--- src/rtl/core/sit_pkg.sv ---
`timescale 1ns / 1ps
`default_nettype none
package sit_pkg;

  localparam int LEN_W    = 7;
  localparam int ID_W     = 8;
  localparam int CNT_W    = 9;
  localparam int CHAR_W   = 8;
  localparam int OUTLEN_W = 6;

  localparam logic [CNT_W-1:0] CAP_RESET = 9'd256;
  localparam logic [CNT_W-1:0] CAP_MIN   = 9'd2;

  typedef enum logic [1:0] {
    FN_LOOKUP = 2'd0,
    FN_INSERT = 2'd1,
    FN_READ   = 2'd2
  } func_t;

  // One queued command for the back end
  typedef struct packed {
    logic              is_read;
    logic              is_insert;
    logic              ovf;
    logic              bank;
    logic [LEN_W-1:0]  klen;
    logic [ID_W-1:0]   rid;
  } cmd_t;

  // One result word
  typedef struct packed {
    logic                valid;
    logic [ID_W-1:0]     id;
    logic [CHAR_W-1:0]   chr;
    logic [OUTLEN_W-1:0] len;
    logic                last;
  } res_t;

  typedef enum logic [2:0] {
    BK_IDLE,
    BK_LEN,
    BK_LCHK,
    BK_CMP,
    BK_MISS,
    BK_COPY,
    BK_STREAM
  } bk_state_t;

endpackage
`default_nettype wire

--- src/rtl/core/sit_cmdq.sv ---
`timescale 1ns / 1ps
`default_nettype none
module sit_cmdq import sit_pkg::*; (
  input  wire logic clk,
  input  wire logic rst_n,
  input  wire logic push,
  input  wire cmd_t push_cmd,
  input  wire logic pop,
  output cmd_t      head,
  output logic      empty,
  output logic      full
);

  cmd_t       slot_r [2];
  logic       wp_r, wp_nxt;
  logic       rp_r, rp_nxt;
  logic [1:0] cnt_r, cnt_nxt;

  // advance pointers and count
  always_comb begin
    wp_nxt  = push ? ~wp_r : wp_r;
    rp_nxt  = pop  ? ~rp_r : rp_r;
    cnt_nxt = cnt_r + 2'(push) - 2'(pop);
  end

  always_ff @(posedge clk) begin
    if (!rst_n) begin
      wp_r  <= 1'b0;
      rp_r  <= 1'b0;
      cnt_r <= 2'd0;
    end else begin
      wp_r  <= wp_nxt;
      rp_r  <= rp_nxt;
      cnt_r <= cnt_nxt;
    end
  end

  // hold command payload
  always_ff @(posedge clk) begin
    if (push) begin
      slot_r[wp_r] <= push_cmd;
    end
  end

  assign head  = slot_r[rp_r];
  assign empty = (cnt_r == 2'd0);
  assign full  = (cnt_r == 2'd2);

endmodule
`default_nettype wire

--- config.mk ---
export PLATFORM = sky130hd
export DESIGN_NAME = sit_cmdq
export DESIGN_NICKNAME = d
export VERILOG_FILES = /design/src/rtl/core/sit_pkg.sv /design/src/rtl/core/sit_cmdq.sv
export SDC_FILE = /design/constraint.sdc
export NUM_CORES = 1
export LEC_CHECK = 0
export ABC_CLOCK_PERIOD_IN_PS = 1600
export BUFFER_PORTS_ARGS = -buffer_cell sky130_fd_sc_hd__buf_2
export CORE_MARGIN = 3
export CORE_UTILIZATION = 46
export CTS_CLUSTER_DIAMETER = 200
export DETAILED_ROUTE_END_ITERATION = 10
export PLACE_DENSITY = 0.79
export SYNTH_ARGS = -nofsm -noshare
export SYNTH_HDL_FRONTEND = slang
export SYNTH_SLANG_ARGS = --single-unit
export TNS_END_PERCENT = 10
--- constraint.sdc ---
create_clock -name clk -period 1.6 [get_ports clk]
set_clock_uncertainty 0.1 [all_clocks]
set_input_delay 0.08 -clock clk [delete_from_list [all_inputs] [get_ports clk]]
set_output_delay 0.08 -clock clk [all_outputs]
set_load 0.02 [all_outputs]
==> results of run 1 <==
==> cell usage after synthesis <==
| library cell | n | area, um^2 |
|---|---|---|
| sky130_fd_sc_hd__mux2_4 | 10 | 150 |
| sky130_fd_sc_hd__nor2b_1 | 4 | 25.0 |
| sky130_fd_sc_hd__xnor3_1 | 1 | 22.5 |
| sky130_fd_sc_hd__and2_1 | 4 | 25.0 |
| sky130_fd_sc_hd__edfxtp_1 | 38 | 1140 |
| sky130_fd_sc_hd__inv_1 | 2 | 7.51 |
| sky130_fd_sc_hd__xor2_1 | 1 | 8.76 |
| sky130_fd_sc_hd__buf_12 | 1 | 20.0 |
| sky130_fd_sc_hd__ha_1 | 2 | 25.0 |
| sky130_fd_sc_hd__mux2_2 | 9 | 101 |
| sky130_fd_sc_hd__o21a_1 | 1 | 7.51 |
| sky130_fd_sc_hd__buf_6 | 1 | 11.3 |
| sky130_fd_sc_hd__nor2_1 | 1 | 3.75 |
| sky130_fd_sc_hd__dfxtp_1 | 5 | 100 |
==> how the worst max path moves through the flow <==
stage / from / to / depth (start not counted)
2_1_floorplan: wp_r$_SDFFE_PN0P_ / slot_r[0][0]$_DFFE_PP_ / 1
3_3_place_gp: cnt_r[0]$_SDFF_PN0_ / cnt_r[0]$_SDFF_PN0_ / 5
3_5_place_dp: cnt_r[0]$_SDFF_PN0_ / cnt_r[1]$_SDFF_PN0_ / 6
4_1_cts: flop / head[7] / 3
5_1_grt: flop / head[7] / 3
6_report: flop / head[4] / 3
==> metal layers <==
metal,vias up,part of all wire [%]
met5,-,0
met4,0,1.8
met3,5,5.6
met2,31,55
met1,440,37
li1,454,-
==> worst max-delay path: cells and delay by family, from the launching register on <==
kind | cells | cell delay, ns
DFF | 1 | 0.38
muxes | 1 | 0.34
buffers and inverters | 2 | 0.30
==> power by group through the flow <==
| stage | sequential (mW) | clock, mW | combinational [mW] |
|---|---|---|---|
| floorplan | 1.34 | 0 | 0.268 |
| global placement | 1.34 | 0 | 0.372 |
| detailed placement | 1.34 | 0 | 0.386 |
| CTS | 1.32 | 0.509 | 0.436 |
| global route | 1.33 | 0.553 | 0.468 |
| finish | 1.32 | 0.489 | 0.432 |
==> registers in the layout, summed over array words and instances, names as in the netlist, named ones only <==
signal / count
cnt_r: 2
rp_r: 1
slot_r: 38
wp_r: 1
==> cells by family after synthesis <==
group                    share of synthesized area (%)
multiplexers                                      15.3
adder cells (fa/ha/maj)                           1.52
buffers and inverters                             2.35
flip-flops                                        75.3
AO/OA/AOI/OAI                                    0.455
AND/OR/NAND/NOR                                   3.26
XOR/XNOR                                          1.90
==> final cells by class <==
type | instances | area (um^2)
well taps | 46 | 57.6
multi-input cells | 33 | 372
flip-flops and latches | 43 | 1250
fillers | 233 | 1160
repair buffers | 72 | 495
clock inverters | 2 | 12.5
inverters | 2 | 7.51
clock buffers | 6 | 41.3
==> timing repair <==
| action | in CTS | in global routing |
|---|---|---|
| hold buffers | 22 | 0 |
| endpoints found under the hold margin | 43 | 0 |
| cloned | 1 | 0 |
| setup endpoints to repair | 11 | 11 |
| resized for setup | 3 | 3 |
==> stage by stage <==
| stage | power [mW] | TNS (ns) | instances |
|---|---|---|---|
| floorplan | 1.61 | 0 | 80 |
| global route | 2.35 | -0.0659 | 204 |
| CTS | 2.27 | 0 | 204 |
| finish | 2.24 | 0 | 204 |
| detailed placement | 1.73 | 0 | 173 |
| global placement | 1.71 | 0 | 173 |
==> impl_summary.txt, run 1 <==
----------------------------------------------------
[Outcome]
  Result of the run ... finished clean

[Timing]
  FMAX ... around 650 MHz
  Min Clock Period, post-route ... about 1.5 ns
  Worst slew margin relative to its limit ... about four fifths
  Hold_ws ... 0.0143 ns
  Final setup violation count ... 0
  PnR worst setup slack ... 0.0536 ns
  Number of failing hold endpoints at the final stage ... 0
  Max-slew violation total from the final report ... 0
  RSZ-0062 raised after global routing ... true
  Least-Margin Pin Slew ... 0.292 ns
  Final cycle utilization of the critical path ... around 97%

[Worst setup path]
  Worst Setup Path Type ... flop to output port
  Element type at the critical path start ... flop
  Largest fanout of any net on the critical path ... 6
  Slowest stage delay, CP ... 0.38 ns
  Critical register-to-register path endpoint ... wp_r$_SDFFE_PN0P_
  Kind of end point of the critical path ... output port
  Worst EP required ... 1.42 ns
  Startpoint of the worst register-to-register path ... wp_r$_SDFFE_PN0P_
  Max stage delay cell, worst path ... sky130_fd_sc_hd__dfxtp_4
  Arrival time of the worst setup path ... around 1.4 ns
  FF-to-FF path depth ... 4
  Reg2reg setup slack ... 0.10 ns
  Ordered list of cells on the worst path ... buf_6, mux2_2, buf_2

[Global routing]
  Remaining Overflow, GRT ... 0
  Busiest layer in global routing ... met2
  Met3 layer usage reported by global route ... ~4.9%
  Antenna violations before repair ... 0
  Met2 usage ... 27.4%
  Maximum number of pins on one net before global-route repair ... 14
  M1 GR Usage ... roughly 16%
  Global-route wire length before repair ... between 4000 and 5000 um
  GRT Overall Usage ... between 15 and 20%
  Vias in the first global route ... a little over 1,000

[Placed design]
  Count of port buffers added during placement ... 43
  Area of placed instances ... between 0.0015 and 0.002 mm^2
  Dpl ws ... between 0.2 and 0.3 ns
  Global placer's final weighted congestion ... ~0.60
  Placed wire-length estimate after detailed placement ... ~1900 um

[Cells and area]
  Layout-stage area growth over the synthesis result ... 35.4%
  Count of antenna diodes in the layout ... 0
  Design area ... ~0.0022 mm^2
  Share of cells above drive strength 1 ... around 50%
  Most frequent cells in the layout ... sky130_fd_sc_hd__buf_2, sky130_fd_sc_hd__edfxtp_1, sky130_fd_sc_hd__dlygate4sd3_1
  Commonest non-fill, non-tap cell in the layout ... sky130_fd_sc_hd__buf_2
  Net count of the finished layout ... between 150 and 200
  Fraction of the core area covered by cells at the end of the flow ... about two thirds

[Pwr]
  Leak ... 0.904 nW
  Maximum resistive drop on vdd ... approximately 670 uV
  Part of the power in combinational logic ... around a fifth
  Clock power frac ... 21.8%
  Switching power ... ~550 uW
  Power Dens Cells ... approximately 1000 mW/mm^2
  Power share of the sequential group ... about three fifths
  Switching power share of the total ... 24.7%
  Cell-internal power ... approximately 1.7 mW

[Clock network]
  Number of sinks driven by the clock tree ... 43
  Deepest level of the CTS H-tree ... 2
  CTS Root Cell ... sky130_fd_sc_hd__clkbuf_4
  Clock edge transition at the registers on the reported setup and hold paths ... approximately 0.10 ns
  Latest clock arrival within the worst-skew pair ... around 0.35 ns
  Max clock buf depth ... 2
  Inserted Clock Buffers ... 5
  Clock tree from TritonCTS ... yes
  Post-CTS Repair Setup Buffers ... 0

[Drt]
  Per-cell routed wire length ... 14.0 um
  Detail Route Antenna Nets ... 0
  First-pass DRT Iterations ... 4
  WL final ... about 2900 um
  Vias per cell ... about 4.6
  Total via count after detailed routing ... just over 900
  Initial DRC count ... 33
  Residual DRC ... 0

[Floorplan]
  Die area ... ~0.0043 mm^2
  Initial core utilization ... 48.7%
  Number of top-level pins ... 44
  Die Width ... ~66 um
  Die height ... ~66 um
  Core Region ... about 0.0034 mm^2
  Row cnt ... 21

[Logic synthesis]
  Ys Warns ... 0
  Synthesized flop and latch total ... 43
  Syn Area/Cell ... between 20 and 25 um^2
  Sequential cell area fraction in the yosys report ... approximately three quarters
  Post-synth design cell area ... roughly 0.0016 mm^2
  Number of distinct library cell variants in the gate-level netlist after synthesis ... 14
  Post-synthesis net count ... roughly 110
  Number of cells produced by synthesis ... 80

[Hold path]
  Worst-case hold path end point ... cnt_r[0]$_SDFF_PN0_
  Hold Crit Depth ... 3
  Worst hold-check path type ... input port to flop
  Critical hold path startpoint ... push

[Flow run]
  Max Cap Viol ... 0

----------------------------------------------------
Power figures use the tool's default switching activity.
==> run 2: changes to the inputs <==
- CAP_MARGIN: not set -> 20
- SETUP_SLACK_MARGIN: not set -> 0.3
==> run 2 against run 1 <==
Effect of this change: non-clock buffer count rose by 1; critical path depth did not move; critical path type unchanged; combinational power increased by 19%; cell count grew 0.49%; register-to-register slack better by 0.13 ns; sequential power about the same.
==> impl_summary.txt, run 2 (synthesis gave the netlist of run 1 again) <==
----------------------------------------------------
[Hold path]
  Critical hold path startpoint ... pop (was push)
  Worst-case hold path end point ... cnt_r[1]$_SDFF_PN0_ (was cnt_r[0]$_SDFF_PN0_)
  Hold Crit Depth ... 4 (was 3)
  Worst hold-check path type ... input port to flop (unchanged)

[Pwr]
  Power share of the sequential group ... 56.8% (was 58.9%)
  Leak ... 0.976 nW (was 0.904 nW)
  Maximum resistive drop on vdd ... 742 uV (was 667 uV)
  Switching power share of the total ... 24.8% (was 24.7%)
  Switching power ... 577 uW (was 554 uW)
  Cell-internal power ... 1.75 mW (was 1.69 mW)
  Part of the power in combinational logic ... 22.1% (was 19.3%)
  Power Dens Cells ... 979 mW/mm^2 (was 1000 mW/mm^2)
  Clock power frac ... 21.1% (was 21.8%)

[Global routing]
  Remaining Overflow, GRT ... 0 (unchanged)
  Vias in the first global route ... 1,053 (was 1,030)
  Antenna violations before repair ... 0 (unchanged)
  M1 GR Usage ... 15.6% (about the same)
  Met3 layer usage reported by global route ... 5.44% (was 4.93%)
  GRT Overall Usage ... 16.3% (was 15.2%)
  Global-route wire length before repair ... 4910 um (was 4640 um)
  Met2 usage ... 29.9% (was 27.4%)
  Busiest layer in global routing ... met2 (unchanged)
  Maximum number of pins on one net before global-route repair ... 14 (unchanged)

[Timing]
  Final setup violation count ... 0 (unchanged)
  Max-slew violation total from the final report ... 0 (unchanged)
  FMAX ... 659 MHz (was 647 MHz)
  RSZ-0062 raised after global routing ... true (unchanged)
  Min Clock Period, post-route ... 1.52 ns (was 1.55 ns)
  Worst slew margin relative to its limit ... 80.7% (was 80.5%)
  Least-Margin Pin Slew ... 0.290 ns (was 0.292 ns)
  Number of failing hold endpoints at the final stage ... 0 (unchanged)
  PnR worst setup slack ... 0.0822 ns (was 0.0536 ns)
  Final cycle utilization of the critical path ... 94.9% (was 96.6%)
  Setup TNS Final ... 0 ns (unchanged)

[Cells and area]
  Register with the most flip-flops ... slot_r (unchanged)
  Share of cells above drive strength 1 ... 49.1% (was 50.0%)
  Number of flip-flops in the largest register ... 38 (unchanged)
  Net count of the finished layout ... 183 (was 182)
  Number of fillers in the final layout ... 214 (was 233)
  Commonest non-fill, non-tap cell in the layout ... sky130_fd_sc_hd__edfxtp_1 (was sky130_fd_sc_hd__buf_2)
  Most frequent cells in the layout ... sky130_fd_sc_hd__edfxtp_1, sky130_fd_sc_hd__buf_2, sky130_fd_sc_hd__dlygate4sd3_1 (was sky130_fd_sc_hd__buf_2, sky130_fd_sc_hd__edfxtp_1, sky130_fd_sc_hd__dlygate4sd3_1)
  Count of antenna diodes in the layout ... 0 (unchanged)
  Largest regs ... slot_r: 38 flops, cnt_r: 2 flops (unchanged)
  Layout-stage area growth over the synthesis result ... 44.5% (was 35.4%)

[Floorplan]
  Row cnt ... 21 (unchanged)
  Die Width ... 65.9 um (unchanged)
  Core Region ... 0.00339 mm^2 (unchanged)
  Die area ... 0.00434 mm^2 (unchanged)
  Die height ... 65.9 um (unchanged)
  Initial core utilization ... 48.7% (unchanged)
  Number of top-level pins ... 44 (unchanged)

[Flow run]
  Max Cap Viol ... 0 (unchanged)

[Drt]
  Total via count after detailed routing ... 946 (was 930)
  Residual DRC ... 0 (unchanged)
  First-pass DRT Iterations ... 3 (was 4)
  WL final ... 3070 um (was 2860 um)
  Initial DRC count ... 26 (was 33)
  Detail Route Antenna Nets ... 0 (unchanged)
  Per-cell routed wire length ... 15.0 um (was 14.0 um)
  Vias per cell ... 4.61 (was 4.56)

[Worst setup path]
  Max stage delay cell, worst path ... sky130_fd_sc_hd__dfxtp_4 (unchanged)
  FF-to-FF path depth ... 6 (was 4)
  Worst EP required ... 1.42 ns (about the same)
  Critical register-to-register path endpoint ... cnt_r[1]$_SDFF_PN0_ (was wp_r$_SDFFE_PN0P_)
  Slowest stage delay, CP ... 0.40 ns (was 0.38 ns)
  Worst Setup Path Type ... flop to output port (unchanged)
  Largest fanout of any net on the critical path ... 6 (unchanged)
  Reg2reg setup slack ... 0.23 ns (was 0.10 ns)
  Arrival time of the worst setup path ... 1.34 ns (was 1.37 ns)
  Element type at the critical path start ... flop (unchanged)
  Startpoint of the worst register-to-register path ... cnt_r[0]$_SDFF_PN0_ (was wp_r$_SDFFE_PN0P_)
  Ordered list of cells on the worst path ... buf_8, mux2_4, buf_6 (was buf_6, mux2_2, buf_2)
  Kind of end point of the critical path ... output port (unchanged)

[Clock network]
  Max clock buf depth ... 2 (unchanged)
  Inserted Clock Buffers ... 5 (unchanged)
  Post-CTS Repair Setup Buffers ... 0 (unchanged)
  Clock tree from TritonCTS ... yes (unchanged)
  Number of sinks driven by the clock tree ... 43 (unchanged)
  Latest clock arrival within the worst-skew pair ... 0.35 ns (about the same)
  CTS Root Cell ... sky130_fd_sc_hd__clkbuf_4 (unchanged)
  Deepest level of the CTS H-tree ... 2 (unchanged)
  Clock edge transition at the registers on the reported setup and hold paths ... 0.10 ns (about the same)

[Placed design]
  Dpl ws ... 0.269 ns (unchanged)
  Count of port buffers added during placement ... 43 (unchanged)
  Global placer's final weighted congestion ... 0.604 (unchanged)
  Placed wire-length estimate after detailed placement ... 1850 um (unchanged)

[Outcome]
  Result of the run ... finished clean (unchanged)

----------------------------------------------------
-- run 2: layout make-up --
class                   count  area, um^2  share of cell area [%]
clock buffers               6        41.3                    1.73
clock inverters             2        12.5                   0.525
inverters                   2        7.51                   0.315
multi-input cells          33         405                    17.0
flip-flops and latches     43        1240                    52.3
well taps                  46        57.6                    2.42
repair buffers             73         613                    25.7
-- run 2: worst max-delay path by stage --
| stage | start | end | slack, ns | cells past startpoint |
|---|---|---|---|---|
| final | flop | head[17] | 0.08 | 3 |
| after detailed placement | cnt_r[0]$_SDFF_PN0_ | cnt_r[1]$_SDFF_PN0_ | 0.27 | 6 |
| after global placement | cnt_r[0]$_SDFF_PN0_ | cnt_r[0]$_SDFF_PN0_ | 0.34 | 5 |
| after CTS | flop | head[7] | 0.07 | 3 |
| after floorplan | wp_r$_SDFFE_PN0P_ | slot_r[0][0]$_DFFE_PP_ | 0.25 | 1 |
| after global routing | flop | head[18] | 0.02 | 3 |
-- run 2: per-layer routing --
layer  up-vias  wire length, um
li1        458                -
met1       443             1120
met5         -                0
met2        36             1690
met3         9              169
met4         0               96
-- run 2: per-stage QoR --
step           utilization, %  instance area (um^2)  power (mW)  hold WS, ns  instances
2_1_floorplan               -                  1650        1.61       0.0789         80
3_3_place_gp             57.2                  1940        1.71        0.169        173
3_5_place_dp             57.2                  1940        1.73        0.172        173
4_1_cts                  70.0                  2370        2.34        0.142        205
5_1_grt                  70.3                  2380        2.44        0.176        205
6_report                 70.3                  2380        2.33        0.167        205
-- run 2: power groups by stage --
stage / clock network (mW) / logic (mW) / registers (mW)
after CTS: 0.509 / 0.512 / 1.32
after floorplan: 0 / 0.268 / 1.34
final: 0.492 / 0.516 / 1.32
after detailed placement: 0 / 0.386 / 1.34
after global placement: 0 / 0.372 / 1.34
after global routing: 0.554 / 0.552 / 1.33
-- run 2: worst max-delay path: cells and delay by family, from the launching register on --
family	cells	cell delay [ns]
muxes	1	0.31
DFF	1	0.40
buffers and inverters	2	0.28
-- run 2: repair_timing --
item | in CTS | in global routing
pin swaps | 0 | 0
hold buffers | 23 | 0
endpoints found under the hold margin | 43 | 0
resized for setup | 45 | 2
endpoints found under the setup margin | 29 | 36
gates cloned | 1 | 0
==> run 3: changes to the inputs <==
--- a/config.mk
+++ b/config.mk
@@ -7,3 +7,3 @@
 export LEC_CHECK = 0
-export ABC_CLOCK_PERIOD_IN_PS = 1600
+export ABC_CLOCK_PERIOD_IN_PS = 1540
 export BUFFER_PORTS_ARGS = -buffer_cell sky130_fd_sc_hd__buf_2
@@ -11,6 +11,6 @@
 export CORE_MARGIN = 3
-export CORE_UTILIZATION = 46
+export CORE_UTILIZATION = 51
 export CTS_CLUSTER_DIAMETER = 200
 export DETAILED_ROUTE_END_ITERATION = 10
-export PLACE_DENSITY = 0.79
+export PLACE_DENSITY = 0.83
 export SETUP_SLACK_MARGIN = 0.3
==> constraint.sdc (replaced) <==
create_clock -name clk -period 1.54 [get_ports clk]
set_clock_uncertainty 0.1 [all_clocks]
set_input_delay 0.462 -clock clk [delete_from_list [all_inputs] [get_ports clk]]
set_output_delay 0.462 -clock clk [all_outputs]
set_load 0.02 [all_outputs]
==> run 3 against run 2 <==
Effect of this change: the flow now finishes with violations (setup timing); sequential power increased by 5%; clock power is 11% higher; register-to-register slack better by 0.03 ns; hold slack better by 0.019 ns; sequential cell count did not move; power increased by 6.0%; global-route usage decreased by 2.2 points; via count fell by 9.9%; critical path type unchanged; largest power group unchanged.
==> impl_summary.txt, run 3 (synthesis gave the netlist of run 1 again) <==
----------------------------------------------------
[Hold path]
  Worst hold-check path type ... input port to flop (unchanged)

[Timing]
  PnR worst setup slack ... -0.382 ns (was 0.0822 ns)
  Setup TNS Final ... -7.08 ns (was 0 ns)
  Least-Margin Pin Slew ... 0.155 ns (was 0.290 ns)
  Worst slew margin relative to its limit ... 89.6% (was 80.7%)
  Min Clock Period, post-route ... roughly 1.9 ns
  Final setup violation count ... 20 (was 0)
  Number of failing hold endpoints at the final stage ... 0 (unchanged)
  Final cycle utilization of the critical path ... 125%
  RSZ-0062 raised after global routing ... true (unchanged)
  FMAX ... 520 MHz
  Max-slew violation total from the final report ... 0 (unchanged)

[Clock network]
  Post-CTS Repair Setup Buffers ... 0 (unchanged)
  CTS Root Cell ... sky130_fd_sc_hd__clkbuf_4 (unchanged)
  Clock tree from TritonCTS ... yes (unchanged)
  Number of sinks driven by the clock tree ... 43 (unchanged)
  Latest clock arrival within the worst-skew pair ... 0.35 ns (about the same)
  Deepest level of the CTS H-tree ... 2 (unchanged)
  Quantity of hold-fixing buffers added after cts ... 0 (was 23)
  Max clock buf depth ... 2 (unchanged)
  Inserted Clock Buffers ... 5 (unchanged)
  Clock edge transition at the registers on the reported setup and hold paths ... 0.12 ns (was 0.10 ns)

[Floorplan]
  Die height ... 62.9 um (was 65.9 um)
  Initial core utilization ... 53.6% (was 48.7%)
  Core Region ... 0.00308 mm^2 (was 0.00339 mm^2)
  Die area ... 0.00395 mm^2 (was 0.00434 mm^2)
  Die Width ... 62.9 um (was 65.9 um)
  Row cnt ... 20 (was 21)
  Number of top-level pins ... 44 (unchanged)

[Drt]
  First-pass DRT Iterations ... 4 (was 3)
  Detail Route Antenna Nets ... 0 (unchanged)
  WL final ... 2670 um (was 3070 um)
  Total via count after detailed routing ... 852 (was 946)
  Residual DRC ... 0 (unchanged)
  Vias per cell ... 4.73 (was 4.61)
  Per-cell routed wire length ... 14.8 um (was 15.0 um)
  Initial DRC count ... 28 (was 26)

[Worst setup path]
  Worst EP required ... 0.98 ns (was 1.42 ns)
  Element type at the critical path start ... flop (unchanged)
  Largest fanout of any net on the critical path ... 5 (was 6)
  Worst Setup Path Type ... flop to output port (unchanged)
  Arrival time of the worst setup path ... 1.36 ns (was 1.34 ns)
  Kind of end point of the critical path ... output port (unchanged)

[Cells and area]
  Layout-stage area growth over the synthesis result ... 37.1% (was 44.5%)
  Register with the most flip-flops ... slot_r (unchanged)
  Most frequent cells in the layout ... sky130_fd_sc_hd__edfxtp_1, sky130_fd_sc_hd__buf_2, sky130_fd_sc_hd__buf_6 (was sky130_fd_sc_hd__edfxtp_1, sky130_fd_sc_hd__buf_2, sky130_fd_sc_hd__dlygate4sd3_1)
  Fraction of the core area covered by cells at the end of the flow ... 73.5% (was 70.3%)
  Number of flip-flops in the largest register ... 38 (unchanged)
  Largest regs ... slot_r: 38 flops, cnt_r: 2 flops (unchanged)
  Count of antenna diodes in the layout ... 0 (unchanged)
  Commonest non-fill, non-tap cell in the layout ... sky130_fd_sc_hd__edfxtp_1 (unchanged)
  Net count of the finished layout ... 160 (was 183)
  Share of cells above drive strength 1 ... 63.2% (was 49.1%)

[Pwr]
  Power share of the sequential group ... 55.8% (was 56.8%)
  Clock power frac ... 22.0% (was 21.1%)
  Power Dens Cells ... 1090 mW/mm^2 (was 979 mW/mm^2)
  Part of the power in combinational logic ... 22.2% (was 22.1%)
  Leak ... 0.909 nW (was 0.976 nW)
  Switching power share of the total ... 25.4% (was 24.8%)
  Maximum resistive drop on vdd ... 705 uV (was 742 uV)
  Cell-internal power ... 1.84 mW (was 1.75 mW)
  Switching power ... 628 uW (was 577 uW)

[Placed design]
  Count of port buffers added during placement ... 43 (unchanged)
  Global placer's final weighted congestion ... 0.609 (was 0.604)

[Global routing]
  GRT Overall Usage ... 14.2% (was 16.3%)
  Global-route wire length before repair ... 4050 um (was 4910 um)
  Remaining Overflow, GRT ... 0 (unchanged)
  Vias in the first global route ... 891 (was 1,053)
  Maximum number of pins on one net before global-route repair ... 20 (was 14)
  Antenna violations before repair ... 0 (unchanged)

[Outcome]
  Failing checks ... setup timing
  Result of the run ... complete, but fails checks (was finished clean)

[Flow run]
  Max Cap Viol ... 0 (unchanged)

----------------------------------------------------
==> run 3: timing repair <==
item	in CTS	in global routing
resized for setup	22	37
gates cloned	0	1
setup endpoints to repair	23	23
pin swaps	3	3
==> run 3: power groups by stage <==
stage | logic, mW | registers [mW] | clock network [mW]
after floorplan | 0.280 | 1.39 | 0
after global placement | 0.403 | 1.40 | 0
after detailed placement | 0.414 | 1.40 | 0
after CTS | 0.466 | 1.38 | 0.562
after global routing | 0.585 | 1.39 | 0.614
final | 0.548 | 1.38 | 0.544
==> run 3: layout make-up <==
cell class | count | area [um^2]
fillers | 205 | 817
clock buffers | 5 | 37.5
clock inverters | 3 | 25.0
inverters | 2 | 10.0
flip-flops and latches | 43 | 1250
repair buffers | 50 | 448
multi-input cells | 33 | 438
well taps | 44 | 55.1
==> run 3: path summary, 6_finish.rpt <==
kind | startpoint | depth (start not counted) | endpoint | slack, ns
setup / recovery | flop | 3 | head[5] | -0.38
hold reg to reg | rp_r$_SDFFE_PN0P_ | 2 | rp_r$_SDFFE_PN0P_ | 0.51
setup reg to reg | cnt_r[0]$_SDFF_PN0_ | 6 | cnt_r[1]$_SDFF_PN0_ | 0.26
hold / removal | push_cmd[4] | 1 | slot_r[0][4]$_DFFE_PP_ | 0.19
==> run 3: metrics by stage <==
step	cells	setup WS, ns	total power, mW	hold slack (ns)	instance area [um^2]
final	180	-0.382	2.47	0.186	2260
after global routing	180	-0.429	2.59	0.169	2260
after CTS	179	-0.398	2.41	0.173	2120
after detailed placement	171	-0.0235	1.81	0.482	1980
after global placement	171	0.0119	1.80	0.470	1980
after floorplan	80	0.0723	1.67	0.447	1660
==> run 3: critical path: stages (launching register included) <==
cell	delay, ns
sky130_fd_sc_hd__dfxtp_4	0.42
sky130_fd_sc_hd__buf_6	0.14
sky130_fd_sc_hd__mux2_4	0.31
sky130_fd_sc_hd__buf_6	0.13
==> run 3: routing by layer <==
metal	track usage (%)	wire, um
met2	24.2	1430
met3	4.50	178
met4	9.09	60
met1	14.8	1000
met5	0	0
